File: src/image_kernel_convolution_assert.svh
// assertion macros for the image kernel convolution block
// used by the top level; expects clk and rst_n in the including scope
`ifndef IMAGE_KERNEL_CONVOLUTION_ASSERT_SVH
`define IMAGE_KERNEL_CONVOLUTION_ASSERT_SVH
`ifndef SYNTHESIS
`define IKC_ASSERT(lbl, expr) \
  lbl: assert property (@(posedge clk) disable iff (!rst_n) (expr)) \
    else $error("ikc assertion failed");
`define IKC_ASSERT_NEXT(lbl, ante, cons) \
  lbl: assert property (@(posedge clk) disable iff (!rst_n) (ante) |=> (cons)) \
    else $error("ikc assertion failed");
`else
`define IKC_ASSERT(lbl, expr)
`define IKC_ASSERT_NEXT(lbl, ante, cons)
`endif
`endif

File: src/ikc_ram.sv
// generic single-port-write, single-port-read ram with registered read
// no dependencies
`timescale 1ns / 1ps
`default_nettype none
module ikc_ram #(
  parameter int WIDTH = 24,
  parameter int DEPTH = 128
) (
  input  wire logic                     clk,
  input  wire logic                     we,
  input  wire logic [$clog2(DEPTH)-1:0] waddr,
  input  wire logic [WIDTH-1:0]         wdata,
  input  wire logic                     re,
  input  wire logic [$clog2(DEPTH)-1:0] raddr,
  output logic      [WIDTH-1:0]         rdata
);

  logic [WIDTH-1:0] mem [DEPTH];

  always_ff @(posedge clk) begin
    if (we) begin
      mem[waddr] <= wdata;
    end
    if (re) begin
      rdata <= mem[raddr];
    end
  end

endmodule
`default_nettype wire

File: config.mk
export PLATFORM = sky130hd
export DESIGN_NAME = ikc_ram
export DESIGN_NICKNAME = d
export VERILOG_FILES = /design/src/image_kernel_convolution_assert.svh /design/src/ikc_ram.sv
export SDC_FILE = /design/constraint.sdc
export NUM_CORES = 2
export LEC_CHECK = 0
export BUFFER_PORTS_ARGS = -buffer_cell sky130_fd_sc_hd__buf_2
export CAP_MARGIN = 0
export CORE_MARGIN = 3
export CORE_UTILIZATION = 48
export DETAILED_ROUTE_END_ITERATION = 10
export PLACE_DENSITY = 0.61
export REMOVE_ABC_BUFFERS = 1
export SETUP_SLACK_MARGIN = 0.15
export SLEW_MARGIN = 10
export SYNTH_ARGS = -nofsm -noshare
export SYNTH_HDL_FRONTEND = slang
export SYNTH_SLANG_ARGS = --single-unit
export TNS_END_PERCENT = 10
File: constraint.sdc
create_clock -name clk -period 3.77 [get_ports clk]
set_input_delay 0.377 -clock clk [delete_from_list [all_inputs] [get_ports clk]]
set_output_delay 0.377 -clock clk [all_outputs]
set_load 0.01 [all_outputs]
==> impl_results.md <==
* Status: finished clean
* Initial DRT Pass Iterations at 5
* Worst path required time at 4.46 ns
* Vias at 53.5k
* Hold crit path type: in -> reg
* Post-route ant nets at 0
* Root Buffer: clkbuf_16
* H-tree depth at 5
* Residual DRC at 0
* Min-Delay Startpoint: wdata[2]
* Pin count of the biggest net entering global routing at 129
* Setup TNS at 0 ns
* Synth cell count leaders: edfxtp_1 (3096), mux4_2 (1008), clkbuf_1 (151), nor2_1 (122), buf_2 (60)
* Clk_skew at 0.0372 ns
* Top_reg_cell synth: edfxtp_1
* Worst VDD drop at 0.482 mV
* Synth Area per Inst at 25.9 um^2
* Fin. Hold Viols at 0
* RSZ-0062 raised after global routing: false
* I/O Pins at 65
* Die Wd at 501 um
* Wl on met1 at 120000 um
* Fmax at 366 MHz
* R2r startpoint: mem[84][8]$_DFFE_PP_
* CP Launch Point: mem[84][8]$_DFFE_PP_
* Fin crit share at 72.5%
* First-pass GRT wire length at 419000 um
* Worst-path clk slew at 0.06 ns
* Max cap viols at 0
* Min Tclk post-route at 2.73 ns
* Relative max-transition margin at 16.8%
* Seq/Total Area, Yosys at 79.0%
* Async set or reset register ratio after synthesis at 0%
* Worst-Margin Slew at 1.25 ns
* WP data arrival at 3.42 ns
* WHS Endpoint: mem[11][2]$_DFFE_PP_
* WL per Instance at 34.8 um
* DRT Wirelength at 295000 um
* Total track usage at 23.8%
* Total power at 72800 uW
* Via density per instance at 6.30
* # clock sinks at 3096
* Pwr Density at 533 nW/um^2
* Place WS at 0.114 ns
* Final Worst Setup Slack at 1.04 ns
* HPWL after DPL at 161000 um
* Final Setup Violations at 0
* Met3 WL at 23300 um
* Share of the synthesized area in the top cell type at 79.0%
* Cell area after layout at 137000 um^2
* Post-synth EDFFs at 3096
* Worst-path fanout max at 1
* R2R setup slack at 1.04 ns
* Routed wl met2 at 146000 um
* RR Endpoint: rdata[8]$_DFFE_PP_
* Post-Syn Area at 118000 um^2
* Startpoint types: flip-flop
* Worst-Skew Late Latency at 0.95 ns
* Worst hold path cell count at 1
* Synth warn at 0
* Top sig layer: met5
* Leakage power at 0.0420 uW
* Nets at 5069
* Grt ovf at 0
* Chip Height at 501 um
* Crit Path Class: reg -> reg
* #FFs+latches synth at 3096
* Area after DPL at 126000 um^2
* Synth area leaders: edfxtp_1 (79%), mux4_2 (19%), clkbuf_1 (0.48%), nor2_1 (0.39%), buf_2 (0.26%)
* FP Rows at 181
* CTS buffer count at 326
* CTS resizes at 0
* Initial Util at 48.3%
* Vias in the first global route at 54.6k
* Area Growth Syn to Fin at 16.1%
* Largest buffer count on any clock path at 4
* Critical Path End Type: flip-flop
* 1st-iter DRT viols at 6425
* Die Area at 251000 um^2
* Final Max Tran Viols at 0
* CTS tree: built
* Post-Synthesis Cells at 4538
* PortBufs at 64
* Largest area contributor in the netlist: edfxtp_1
* Antenna violations before repair at 30
* Netlist cell types at 15
* Top-count cell post-synth: edfxtp_1
* Fillers at 17.3k
* Share of cells above drive strength 1 at 37.7%
* FF-to-FF path depth at 4
* Final GP Congestion at 0.779
* Core area at 243000 um^2
-- cells in the final DEF, fill, tap and decap left out, drive strengths merged, types with 9 or more instances in the layout --
cell type  Yosys  final
nor2         122    122
clkbuf       151    405
nand3         12     12
buf           89    397
diode          0     18
mux4        1008   1008
nor3           9      9
edfxtp      3096   3096
nand2         14     14
mux2          24     24
bufinv         0     32
clkinv         0    121
-- through the flow --
stage	cells	utilization [%]	hold WS, ns
floorplan	4298	-	0.476
global placement	7896	51.9	0.862
detailed placement	7896	51.9	0.874
CTS	8468	56.1	0.00208
global route	8472	56.1	0.0531
finish	8488	56.1	0.0693
-- worst max-delay path by stage --
stage                            end  cells after the start
2_1_floorplan  mem[102][0]$_DFFE_PP_                      3
3_3_place_gp     rdata[22]$_DFFE_PP_                      8
3_5_place_dp     rdata[22]$_DFFE_PP_                      8
4_1_cts           rdata[8]$_DFFE_PP_                      4
5_1_grt           rdata[8]$_DFFE_PP_                      4
6_report          rdata[8]$_DFFE_PP_                      4
-- area by class of cell --
type	instances	area, um^2	area share, %
diodes	18	45.0	0.0330
clock buffers	405	8670	6.35
clock inverters	163	1560	1.14
multi-input cells	1202	24600	18.0
flip-flops and latches	3096	93000	68.1
well taps	3202	4010	2.93
repair buffers	402	4760	3.48
-- worst max-delay path, cell delays in order, from the launching register on --
cell      delay (ns)
edfxtp_1        0.37
mux4_2          0.49
mux4_2          0.62
mux4_2          0.66
mux2_2          0.33
-- repair_timing --
action,in CTS,in global routing
hold buffers,4,1
endpoints found under the hold margin,129,18
buffers inserted,0,0
setup endpoints to repair,0,0
-- sequential cells by signal, indices dropped and copies added (netlist names) --
signal  flops
rdata      24
mem      3072
-- cells by family after synthesis --
family,synth area share (%)
DFF,79.0
muxes,19.5
buffers and inverters,0.836
and+or+nand+nor,0.593
-- power breakdown --
group / internal, uW / switching (uW) / leakage [uW]
sequential: 38100 / 82.7 / 0.0279
clock: 18400 / 12600 / 0.00498
combinational: 1510 / 2170 / 0.00915
total: 58000 / 14900 / 0.0420
-- metal layers --
metal,vias up,GRT usage (%)
li1,21009,-
met1,29745,34.3
met2,2294,38.4
met3,421,4.51
met4,4,5.41
met5,-,0
Power figures use the tool's default switching activity.
